File: src/rtl/tads_pkg.sv
package tads_pkg;

  // default line length of the text image
  localparam int MAX_WIDTH_DEF = 1024;

  // tallest frame the row counter supports
  localparam int MAX_HEIGHT = 1024;
  localparam int ROW_W      = 10;

  // field widths
  localparam int SIZE_W    = 11;
  localparam int ALPHA_W   = 8;
  localparam int RGB_W     = 24;
  localparam int ARGB_W    = 32;
  localparam int CFG_IDX_W = 3;
  localparam int CFG_DAT_W = 32;

  // register reset values
  localparam logic [SIZE_W-1:0]  FRAME_WIDTH_RST  = 11'd1024;
  localparam logic [SIZE_W-1:0]  FRAME_HEIGHT_RST = 11'd16;
  localparam logic               OUTLINE_RST      = 1'b1;
  localparam logic [ALPHA_W-1:0] SHADOW_THR_RST   = 8'd100;
  localparam logic [ALPHA_W-1:0] TEXT_THR_RST     = 8'd70;
  localparam logic [ARGB_W-1:0]  SHADOW_COLOR_RST = 32'hff10_1010;
  localparam logic [RGB_W-1:0]   TEXT_RGB_RST     = 24'hff_ffff;

  typedef logic [ALPHA_W-1:0] alpha_t;
  typedef logic [ARGB_W-1:0]  argb_t;

  // configuration register indexes
  typedef enum logic [CFG_IDX_W-1:0] {
    REG_FRAME_WIDTH  = 3'd0,
    REG_FRAME_HEIGHT = 3'd1,
    REG_OUTLINE_EN   = 3'd2,
    REG_SHADOW_THR   = 3'd3,
    REG_TEXT_THR     = 3'd4,
    REG_SHADOW_COLOR = 3'd5,
    REG_TEXT_RGB     = 3'd6
  } reg_idx_t;

endpackage

File: src/rtl/tads_in_if.sv
interface tads_in_if;
  logic            valid;
  logic            ready;
  tads_pkg::alpha_t coverage;

  modport source (output valid, output coverage, input ready);
  modport sink   (input valid, input coverage, output ready);
endinterface

File: src/rtl/tads_out_if.sv
interface tads_out_if;
  logic            valid;
  logic            ready;
  tads_pkg::argb_t argb_pixel;
  logic            frame_end;

  modport source (output valid, output argb_pixel, output frame_end, input ready);
  modport sink   (input valid, input argb_pixel, input frame_end, output ready);
endinterface

File: src/rtl/tads_cfg_if.sv
interface tads_cfg_if;
  logic                               valid;
  logic                               ready;
  logic [tads_pkg::CFG_IDX_W-1:0]     index;
  logic [tads_pkg::CFG_DAT_W-1:0]     data;

  modport source (output valid, output index, output data, input ready);
  modport sink   (input valid, input index, input data, output ready);
endinterface

File: src/rtl/tads_ram.sv
module tads_ram #(
  parameter int WIDTH = 1,
  parameter int DEPTH = 1024
) (
  input  logic                     clk,
  input  logic                     we,
  input  logic [$clog2(DEPTH)-1:0] waddr,
  input  logic [WIDTH-1:0]         wdata,
  input  logic                     re,
  input  logic [$clog2(DEPTH)-1:0] raddr,
  output logic [WIDTH-1:0]         rdata
);

  logic [WIDTH-1:0] mem [DEPTH];

  // registered read, old data on a same-address write
  always_ff @(posedge clk) begin
    if (re) begin
      rdata <= mem[raddr];
    end
    if (we) begin
      mem[waddr] <= wdata;
    end
  end

endmodule

File: src/rtl/text_alpha_drop_shadow.sv
// a pixel word is registered and appears on pix_out in the cycle after it is taken on pix_in
// throughput: one pixel per cycle while pix_out is ready, set by one line-store read and one write per pixel
// the line store is a single-bit ram of MAX_WIDTH entries, read and written each pixel
// rst (synchronous) restores register defaults, clears counters and the output valid;
// pix_in and cfg are held off while rst is high; the line store is not cleared
module text_alpha_drop_shadow #(
  parameter int MAX_WIDTH = tads_pkg::MAX_WIDTH_DEF
) (
  input  logic       clk,
  input  logic       rst,
  tads_in_if.sink    pix_in,
  tads_out_if.source pix_out,
  tads_cfg_if.sink   cfg
);

  localparam int CW   = $clog2(MAX_WIDTH);
  localparam int SW   = $clog2(MAX_WIDTH + 1);
  localparam int CMPW = ((SW > tads_pkg::SIZE_W) ? SW : tads_pkg::SIZE_W) + 1;
  localparam int HW   = tads_pkg::SIZE_W + 1;

  // configuration registers
  logic [tads_pkg::SIZE_W-1:0]  frame_width;
  logic [tads_pkg::SIZE_W-1:0]  frame_height;
  logic                         outline_enable;
  tads_pkg::alpha_t             shadow_threshold;
  tads_pkg::alpha_t             text_threshold;
  tads_pkg::argb_t              shadow_color;
  logic [tads_pkg::RGB_W-1:0]   text_rgb;

  // counters
  logic [CW-1:0]                col;
  logic [CW-1:0]                col_next;
  logic [tads_pkg::ROW_W-1:0]   row;
  logic [tads_pkg::ROW_W-1:0]   row_next;

  // output word
  logic            out_valid;
  tads_pkg::argb_t argb;
  logic            frame_end;

  logic            in_fire;
  logic            diag_rd;
  logic            flag_wr;
  logic            shadow_sel;
  tads_pkg::argb_t pix;
  logic            last_col;
  logic            last_row;
  logic [CMPW-1:0] w_ext;
  logic [CMPW-1:0] w_eff;
  logic [HW-1:0]   h_ext;
  logic [HW-1:0]   h_eff;

  assign cfg.ready = !rst;

  // register writes
  always_ff @(posedge clk) begin
    if (rst) begin
      frame_width      <= tads_pkg::FRAME_WIDTH_RST;
      frame_height     <= tads_pkg::FRAME_HEIGHT_RST;
      outline_enable   <= tads_pkg::OUTLINE_RST;
      shadow_threshold <= tads_pkg::SHADOW_THR_RST;
      text_threshold   <= tads_pkg::TEXT_THR_RST;
      shadow_color     <= tads_pkg::SHADOW_COLOR_RST;
      text_rgb         <= tads_pkg::TEXT_RGB_RST;
    end else if (cfg.valid) begin
      unique case (cfg.index)
        tads_pkg::REG_FRAME_WIDTH:  frame_width      <= cfg.data[tads_pkg::SIZE_W-1:0];
        tads_pkg::REG_FRAME_HEIGHT: frame_height     <= cfg.data[tads_pkg::SIZE_W-1:0];
        tads_pkg::REG_OUTLINE_EN:   outline_enable   <= cfg.data[0];
        tads_pkg::REG_SHADOW_THR:   shadow_threshold <= cfg.data[tads_pkg::ALPHA_W-1:0];
        tads_pkg::REG_TEXT_THR:     text_threshold   <= cfg.data[tads_pkg::ALPHA_W-1:0];
        tads_pkg::REG_SHADOW_COLOR: shadow_color     <= cfg.data[tads_pkg::ARGB_W-1:0];
        tads_pkg::REG_TEXT_RGB:     text_rgb         <= cfg.data[tads_pkg::RGB_W-1:0];
        default: ;
      endcase
    end
  end

  // handshake: output register parts the two sides
  assign pix_in.ready = !rst && (!out_valid || pix_out.ready);
  assign in_fire      = pix_in.valid && pix_in.ready;

  // line store: flag of the row above, read and rewritten at the current column
  assign flag_wr = (pix_in.coverage > shadow_threshold);

  tads_ram #(
    .WIDTH (1),
    .DEPTH (MAX_WIDTH)
  ) u_line (
    .clk   (clk),
    .we    (in_fire),
    .waddr (col),
    .wdata (flag_wr),
    .re    (in_fire),
    .raddr (col),
    .rdata (diag_rd)
  );

  // effective frame size, zero acts as one, oversize clamps
  always_comb begin
    w_ext = CMPW'(frame_width);
    if (w_ext == '0) begin
      w_eff = CMPW'(1);
    end else if (w_ext > CMPW'(MAX_WIDTH)) begin
      w_eff = CMPW'(MAX_WIDTH);
    end else begin
      w_eff = w_ext;
    end
    h_ext = HW'(frame_height);
    if (h_ext == '0) begin
      h_eff = HW'(1);
    end else if (h_ext > HW'(tads_pkg::MAX_HEIGHT)) begin
      h_eff = HW'(tads_pkg::MAX_HEIGHT);
    end else begin
      h_eff = h_ext;
    end
  end

  assign last_col = (CMPW'(col) + CMPW'(1)) >= w_eff;
  assign last_row = (HW'(row) + HW'(1)) >= h_eff;

  // pixel colouring; ram output holds the diagonal flag of the previous pixel
  assign shadow_sel = (row != '0) && (col != '0) && diag_rd;

  always_comb begin
    if (!outline_enable || (pix_in.coverage > text_threshold)) begin
      pix = {pix_in.coverage, text_rgb};
    end else if (shadow_sel) begin
      pix = shadow_color;
    end else begin
      pix = '0;
    end
  end

  // counter next values
  always_comb begin
    col_next = col;
    row_next = row;
    if (last_col) begin
      col_next = '0;
      row_next = last_row ? '0 : row + tads_pkg::ROW_W'(1);
    end else begin
      col_next = col + CW'(1);
    end
  end

  always_ff @(posedge clk) begin
    if (rst) begin
      col <= '0;
      row <= '0;
    end else if (in_fire) begin
      col <= col_next;
      row <= row_next;
    end
  end

  // output word register
  always_ff @(posedge clk) begin
    if (rst) begin
      out_valid <= 1'b0;
    end else if (in_fire) begin
      out_valid <= 1'b1;
    end else if (pix_out.ready) begin
      out_valid <= 1'b0;
    end
  end

  always_ff @(posedge clk) begin
    if (in_fire) begin
      argb      <= pix;
      frame_end <= last_col && last_row;
    end
  end

  assign pix_out.valid      = out_valid;
  assign pix_out.argb_pixel = argb;
  assign pix_out.frame_end  = frame_end;

  // end of frame wraps both counters
  a_frame_wrap: assert property (@(posedge clk) disable iff (rst)
    in_fire && last_col && last_row |=> (col == '0) && (row == '0))
    else $error("counters did not wrap at end of frame");

  // every taken pixel shows up as a word, with its frame mark
  a_word_out: assert property (@(posedge clk) disable iff (rst)
    in_fire |=> out_valid && (frame_end == $past(last_col && last_row)))
    else $error("output word missing or frame mark wrong");

  // column steps by one inside a row
  a_col_step: assert property (@(posedge clk) disable iff (rst)
    in_fire && !last_col |=> (col == $past(col) + CW'(1)) && (row == $past(row)))
    else $error("column counter did not advance");

endmodule

File: src/flat_wrapper.sv
// flat-port wrapper written by rule: the top's interface ports become plain ports
module text_alpha_drop_shadow_flat 
#(
  parameter int MAX_WIDTH = tads_pkg::MAX_WIDTH_DEF
)
  (clk, rst, pix_in_valid, pix_in_coverage, pix_in_ready, pix_out_valid, pix_out_argb_pixel, pix_out_frame_end, pix_out_ready, cfg_valid, cfg_index, cfg_data, cfg_ready);
  tads_in_if pix_in_i ();
  tads_out_if pix_out_i ();
  tads_cfg_if cfg_i ();
  input  logic clk;
  input  logic rst;
  input wire logic [$bits(pix_in_i.valid)-1:0] pix_in_valid;
  input wire logic [$bits(pix_in_i.coverage)-1:0] pix_in_coverage;
  output wire logic [$bits(pix_in_i.ready)-1:0] pix_in_ready;
  output wire logic [$bits(pix_out_i.valid)-1:0] pix_out_valid;
  output wire logic [$bits(pix_out_i.argb_pixel)-1:0] pix_out_argb_pixel;
  output wire logic [$bits(pix_out_i.frame_end)-1:0] pix_out_frame_end;
  input wire logic [$bits(pix_out_i.ready)-1:0] pix_out_ready;
  input wire logic [$bits(cfg_i.valid)-1:0] cfg_valid;
  input wire logic [$bits(cfg_i.index)-1:0] cfg_index;
  input wire logic [$bits(cfg_i.data)-1:0] cfg_data;
  output wire logic [$bits(cfg_i.ready)-1:0] cfg_ready;
  assign pix_in_i.valid = pix_in_valid;
  assign pix_in_i.coverage = pix_in_coverage;
  assign pix_in_ready = pix_in_i.ready;
  assign pix_out_valid = pix_out_i.valid;
  assign pix_out_argb_pixel = pix_out_i.argb_pixel;
  assign pix_out_frame_end = pix_out_i.frame_end;
  assign pix_out_i.ready = pix_out_ready;
  assign cfg_i.valid = cfg_valid;
  assign cfg_i.index = cfg_index;
  assign cfg_i.data = cfg_data;
  assign cfg_ready = cfg_i.ready;
  text_alpha_drop_shadow #(.MAX_WIDTH(MAX_WIDTH)) u_core (.clk(clk), .rst(rst), .pix_in(pix_in_i), .pix_out(pix_out_i), .cfg(cfg_i));
endmodule
File: config.mk
export PLATFORM = sky130hd
export DESIGN_NAME = text_alpha_drop_shadow_flat
export DESIGN_NICKNAME = d
export VERILOG_FILES = /design/src/rtl/tads_pkg.sv /design/src/rtl/tads_in_if.sv /design/src/rtl/tads_out_if.sv /design/src/rtl/tads_cfg_if.sv /design/src/rtl/tads_ram.sv /design/src/rtl/text_alpha_drop_shadow.sv /design/src/flat_wrapper.sv
export SDC_FILE = /design/constraint.sdc
export NUM_CORES = 2
export LEC_CHECK = 0
export BUFFER_PORTS_ARGS = -buffer_cell sky130_fd_sc_hd__buf_2
export CORE_UTILIZATION = 55
export DETAILED_ROUTE_END_ITERATION = 12
export PLACE_DENSITY_LB_ADDON = 0.1
export SLEW_MARGIN = 0
export SYNTH_ARGS = -nofsm -noshare
export SYNTH_HDL_FRONTEND = slang
export SYNTH_SLANG_ARGS = --single-unit
File: constraint.sdc
create_clock -name clk -period 92.3 [get_ports clk]
set_input_delay 0 -clock clk [delete_from_list [all_inputs] [get_ports clk]]
set_output_delay 0 -clock clk [all_outputs]
set_load 0.02 [all_outputs]
# --- Word-level counts from Yosys, hierarchy flattened ---
# Memories as Yosys holds them, arrays and structs flattened. A register that Yosys moved wholly into a read port is not among the register bits.
# Index checks and enable logic that the tools add are counted.
# W data, S select, Z words.
totals:
  memories: 1
  wordCells: 65
  input_bits: 48
  regBits: 149
  out_inout_bits: 36
  ram_bits: 1024
op_classes:
  muxes: 12
  n_eq_ne: 6
  n_lt_le_gt_ge: 6
  n_reduce_logical: 24
  addsub: 4
memory_table:
  columns: ["name", "depth", "width", "read_ports", "rd_ports_with_merged_regs", "write_ports", "line", "rtl"]
  rows:
  - ["u_core.u_line.mem", 1024, 1, 1, 1, 1, "tads_ram.sv:14", "logic [WIDTH-1:0] mem [DEPTH];"]
op_table:
  columns: ["op", "count"]
  rows:
  - ["$mux W32", 2]
  - ["$ge A12 B12 Y1", 2]
  - ["$mux W12", 2]
  - ["$add A10 B1 Y11 const B", 2]
  - ["$gt A11 B11 Y1 const B", 2]
  - ["$logic_not A11 Y1", 2]
  - ["$mux W11", 2]
  - ["$add A10 B1 Y10 const B", 2]
  - ["$mux W10", 2]
  - ["$reduce_bool A10 Y1", 2]
  - ["$gt A8 B8 Y1", 2]
  - ["$reduce_and A2 Y1", 8]
  - ["$eq A3 B3 Y1 const B", 3]
  - ["$eq A3 B2 Y1 const B", 2]
  - ["$logic_and A1 B1 Y1", 5]
  - ["$mux W1", 4]
  - ["$eq A3 B1 Y1 const B", 1]
  - ["$logic_not A1 Y1", 3]
  - ["$logic_not A3 Y1", 1]
  - ["$logic_or A1 B1 Y1", 2]
  - ["$reduce_bool A2 Y1", 1]

# --- Longest topological paths before layout ---
depth:
  depth_word: 6
  mapped_depth: 18
  depth_no_buf: 12

# --- Cells and area by module ---
# A second synthesis with hierarchy kept.
hier_totals:
  cells_unflattened: 3870
  area_unflattened_um2: 51608.2
by_module_without_submodules:
  columns: ["module", "cells_each", "area_each_um2", "instances", "seq_area_each_um2"]
  rows:
  - ["tads_ram", 3112, 44666.6, 1, 30779.5]
  - ["text_alpha_drop_shadow", 758, 6941.7, 1, 3313.2]

# --- Least setup slack after synthesis ---
# No wires, ideal clock.
synth_path:
  path_type: "flip-flop to flip-flop"
  start: "register u_core.shadow_threshold[1]"
  end: "memory u_core.u_line.mem[0], data pin"
  required_time_ns: 86.607
  period_less_slack_ns: 34.078
  t_arrival_ns: 28.385
  setup_time_ns: 5.693
  slack_ns: 58.222
  n_path_buf: 0
  stages_incl_launch_ff: 11
  cell_sequence: "dfxtp_1 inv_1 ha_1 nor2b_1 o21a_1 o21ai_0 nand2b_1 a21oi_1 nor2_1 a211oi_1 a21oi_1"
synth_between:
  elab_chain_cells: 1
synth_lines:
  columns: ["element", "line", "rtl"]
  rows:
  - ["from (decl)", "text_alpha_drop_shadow.sv:25", "tads_pkg::alpha_t shadow_threshold;"]
  - ["from (signal assigned)", "text_alpha_drop_shadow.sv:61", "shadow_threshold <= tads_pkg::SHADOW_THR_RST;"]
  - ["from (signal assigned)", "text_alpha_drop_shadow.sv:70", "tads_pkg::REG_SHADOW_THR: shadow_threshold <= cfg.data[tads_pkg::ALPHA_W-1:0];"]
  - ["$gt A8 B8 Y1", "text_alpha_drop_shadow.sv:84", "assign flag_wr = (pix_in.coverage > shadow_threshold);"]
  - ["net u_core.flag_wr", "text_alpha_drop_shadow.sv:43", "logic flag_wr;"]
  - ["to (decl)", "tads_ram.sv:14", null]
# The timed path passes the listed nets, and every way through them passes these cells.

==> impl_metrics.py <==
metrics = {
    "synthesis": {
        "yosys-top-cells-area": "edfxtp_1 62%, mux2i_1 9.0%, nor2_1 7.9%",
        "yosysTopAreaCellShare": 0.6205,
        "synth_cells": 4161,
        "synth_cell_types": 63,
        "ys_ff_latch": 1174,
        "postSynthAreaPerCell_sq_um": 12.31,
        "async_reset_ff_frac": 0,
        "synth-edff-count": 1058,
        "yosys_warnings": 0,
        "synth_area_sq_mm": 0.05121,
        "yosysTopAreaCell": "edfxtp_1",
        "syn_nets": 4253,
        "ys_seq_area_frac": 0.6658,
        "synth_ff_type": "edfxtp_1",
    },
    "finish": {
        "final_layout_size_suffix_gt1_frac": 0.1034,
        "seq_area_sq_mm": 0.03411,
        "postLayoutCoreUtil": 0.6202,
        "layout_common_cells": "1076 x nor2_1, 1058 x edfxtp_1, 459 x mux2i_1",
        "final_common_cell": "nor2_1",
        "n_fill_cell": 7341,
        "area_growth_pct": 11.35,
        "layout.nets": 4256,
        "stdcell_area_sq_mm": 0.05702,
        "multi_input_area_sq_mm": 0.01560,
    },
    "worst_hold_path": {
        "min_to": "u_core.shadow_color[20]$_SDFFE_PP1P_",
        "min_from": "cfg_data[20]",
        "min_path_cells": 4,
        "hold_path_class": "input pin to register",
    },
    "power_and_ir_drop": {
        "combPwrFrac": 0.038,
        "p_leak_nw": 17.19,
        "p_int_mw": 0.8668,
        "p_seq_frac": 0.536,
        "p_clk_frac": 0.427,
        "swShare": 0.2113,
        "p_switching_mw": 0.2322,
        "ir_worst_vdd_v": 0.00001555,
        "power_density_mw_per_mm2": 19.28,
    },
    "route": {
        "vias_per_cell": 6.233,
        "ant_nets": 0,
        "vias": 34333,
        "first_pass_iters": 6,
        "routedWlPerCell_microns": 27.20,
        "drc": 0,
        "routed_wl_mm": 149.8,
        "drt_iter0_drc": 4225,
    },
    "floorplanning": {
        "die_w_microns": 307.1,
        "fp-row-count": 111,
        "dieArea_sq_mm": 0.09433,
        "die_h_microns": 307.1,
        "start_util": 0.5569,
        "io_pins": 84,
        "core_area_sq_mm": 0.09194,
    },
    "global_routing": {
        "grt_pass1_vias": 32086,
        "grt_max_degree": 288,
        "grt_use_total": 0.3142,
        "grt_antenna_before_repair": 3,
        "grt_overflow": 0,
        "grt_first_pass_wirelength_mm": 215.2,
    },
    "clock_network": {
        "cts_setup_buffers": 0,
        "cts_num_sinks": 1174,
        "insertion_delay_ns": 0.71,
        "clockBufferDepth": 3,
        "h-tree-depth": 3,
        "cts_buffers": 120,
        "cts_resized": 0,
        "cts_root_buf": "clkbuf_16",
        "clk_pin_slew_ns": 0.06,
        "cts_tree": "done",
    },
    "placement": {
        "place_congestion": 0.8302,
        "dp_hpwl_mm": 79.67,
        "numPortBuffers": 83,
        "place_area_sq_mm": 0.05249,
        "pre_cts_ws_ns": 85.74,
    },
    "setup_path": {
        "crit_type": "register to register",
        "regToRegSetupSlack_ns": 85.65,
        "reg2reg_depth": 12,
        "worstSetupEndpointType": "register",
        "worst_setup_path_start_kind": "register",
        "worstReg2RegStart": "u_core.col[1]$_SDFFE_PP0P_",
        "required_ns": 92.73,
        "rr_endpoint": "u_core.u_line.rdata$_DFFE_PP_",
        "worstPathArrival_ns": 7.08,
        "cp_max_fo": 123,
    },
    "sta": {
        "finalHoldViolCount": 0,
        "slew_headroom": 0.05047,
        "post-route-period-util": 0.07202,
        "finalSetupViolCount": 0,
        "fmaxAchievable_mhz": 150.4,
        "drv_slew": 0,
        "rsz0062_at_grt": "false",
        "fin_crit_ns": 6.648,
        "setup_slack_ns": 85.65,
        "fin_skew_ns": 0.02166,
        "setup_tns_ns": 0,
        "tightest_slew_ns": 1.413,
    },
    "job": {
        "max-cap-violations": 0,
    },
    "status": {
        "outcome": "finished clean",
    },
}
-- logic make-up after synthesis --
group	Yosys count	share of synthesized area
XOR/XNOR	16	0.002737
multiplexers	507	0.1091
flip-flops	1174	0.6658
buffers and inverters	400	0.03399
AO/OA/AOI/OAI	407	0.04946
AND/OR/NAND/NOR	1613	0.1282
adder cells (fa/ha/maj)	44	0.01075
-- worst max-delay path, cell delays in order (launching register included) --
cell,delay [ns]
dfxtp_4,0.56
buf_12,0.69
buf_4,0.83
buf_4,0.90
buf_4,0.86
mux2i_1,0.31
o22ai_1,0.11
or4_1,0.58
nor2_1,0.13
o22ai_1,0.09
or4_1,0.49
nor4_1,0.58
nand4_1,0.16
-- how the worst max path moves through the flow --
stage                                                        from                        endpoint  slack [ns]
after floorplan           u_core.shadow_threshold[1]$_SDFFE_PP0P_  u_core.u_line.mem[0]$_DFFE_PP_       58.22
after global placement                 u_core.col[1]$_SDFFE_PP0P_   u_core.u_line.rdata$_DFFE_PP_       85.83
after CTS                              u_core.col[1]$_SDFFE_PP0P_   u_core.u_line.rdata$_DFFE_PP_       85.74
after global routing                   u_core.col[1]$_SDFFE_PP0P_   u_core.u_line.rdata$_DFFE_PP_       85.47
after detailed placement               u_core.col[1]$_SDFFE_PP0P_   u_core.u_line.rdata$_DFFE_PP_       85.74
final                                  u_core.col[1]$_SDFFE_PP0P_   u_core.u_line.rdata$_DFFE_PP_       85.65
-- layer usage --
metal	part of all wire	routed length, microns	vias up	GRT usage
met4	0.036	5394	0	0.1074
met3	0.096	14400	325	0.05603
met5	0	0	-	0
met2	0.47	71050	1771	0.5063
met1	0.39	58970	17306	0.4320
li1	-	-	14931	-
-- flip-flops by register name, summed over array words and instances, names as in the netlist --
signal                     cells
u_core.shadow_threshold        8
u_core.shadow_color           32
u_core.text_threshold          8
u_core.outline_enable          1
u_core.pix_out.frame_end       1
u_core.frame_height           11
u_core.pix_out.valid           1
u_core.text_rgb               24
u_core.u_line.mem           1024
u_core.frame_width            11
u_core.u_line.rdata            1
u_core.col                    10
u_core.row                    10
u_core.pix_out.argb_pixel     32
-- per-stage QoR --
stage / std cells / hold WS, ns / total power [mW]
3_3_place_gp: 5208 / 0.2111 / 0.6380
6_report: 5508 / 0.08412 / 1.099
3_5_place_dp: 5208 / 0.2158 / 0.6386
2_1_floorplan: 4161 / 0.1059 / 0.6475
4_1_cts: 5507 / 0.05299 / 1.103
5_1_grt: 5508 / 0.08477 / 1.125
-- area by class of cell --
type	count	share of cell area
tap	1243	0.02728
multi-input combinational	2587	0.2737
sequential	1174	0.5981
inverter	33	0.002172
antenna	1	0.00004389
timing repair buffer	248	0.03283
clock inverter	65	0.008382
clock buffer	157	0.05751
-- power by group through the flow --
stage | Clock (mW) | Sequential [mW] | Combinational [mW]
after floorplan | 0 | 0.623 | 0.0243
after global placement | 0 | 0.600 | 0.0383
after detailed placement | 0 | 0.600 | 0.0388
after CTS | 0.474 | 0.589 | 0.0409
after global routing | 0.492 | 0.589 | 0.0443
final | 0.469 | 0.589 | 0.0413
-- synthesized netlist by cell type, types with 4 or more instances --
library cell	instances
or4b_1	4
or4_1	14
inv_1	32
a22oi_1	4
nand4_1	7
nor2b_1	6
a211oi_1	11
nor3b_1	5
ha_1	44
nor2_1	1078
nor4_1	41
buf_6	10
buf_2	33
nand3_1	47
mux2i_1	459
mux2_2	6
a21oi_1	76
a32o_1	6
nor3_1	22
nand2b_1	9
xnor2_1	10
buf_1	11
edfxtp_1	1058
o21ai_0	50
buf_4	32
dfxtp_1	116
o32ai_1	6
mux4_2	40
a31oi_1	8
clkbuf_1	279
nand4bb_1	6
a21o_1	10
xor2_1	6
and3_1	11
o211ai_1	14
o22ai_1	197
and2_1	15
nand2_1	339
-- timing repair --
item	in CTS	in global routing
endpoints found under the hold margin	111	0
hold buffers	77	0
endpoints found under the setup margin	0	0
(Power assumes the default switching activity.)
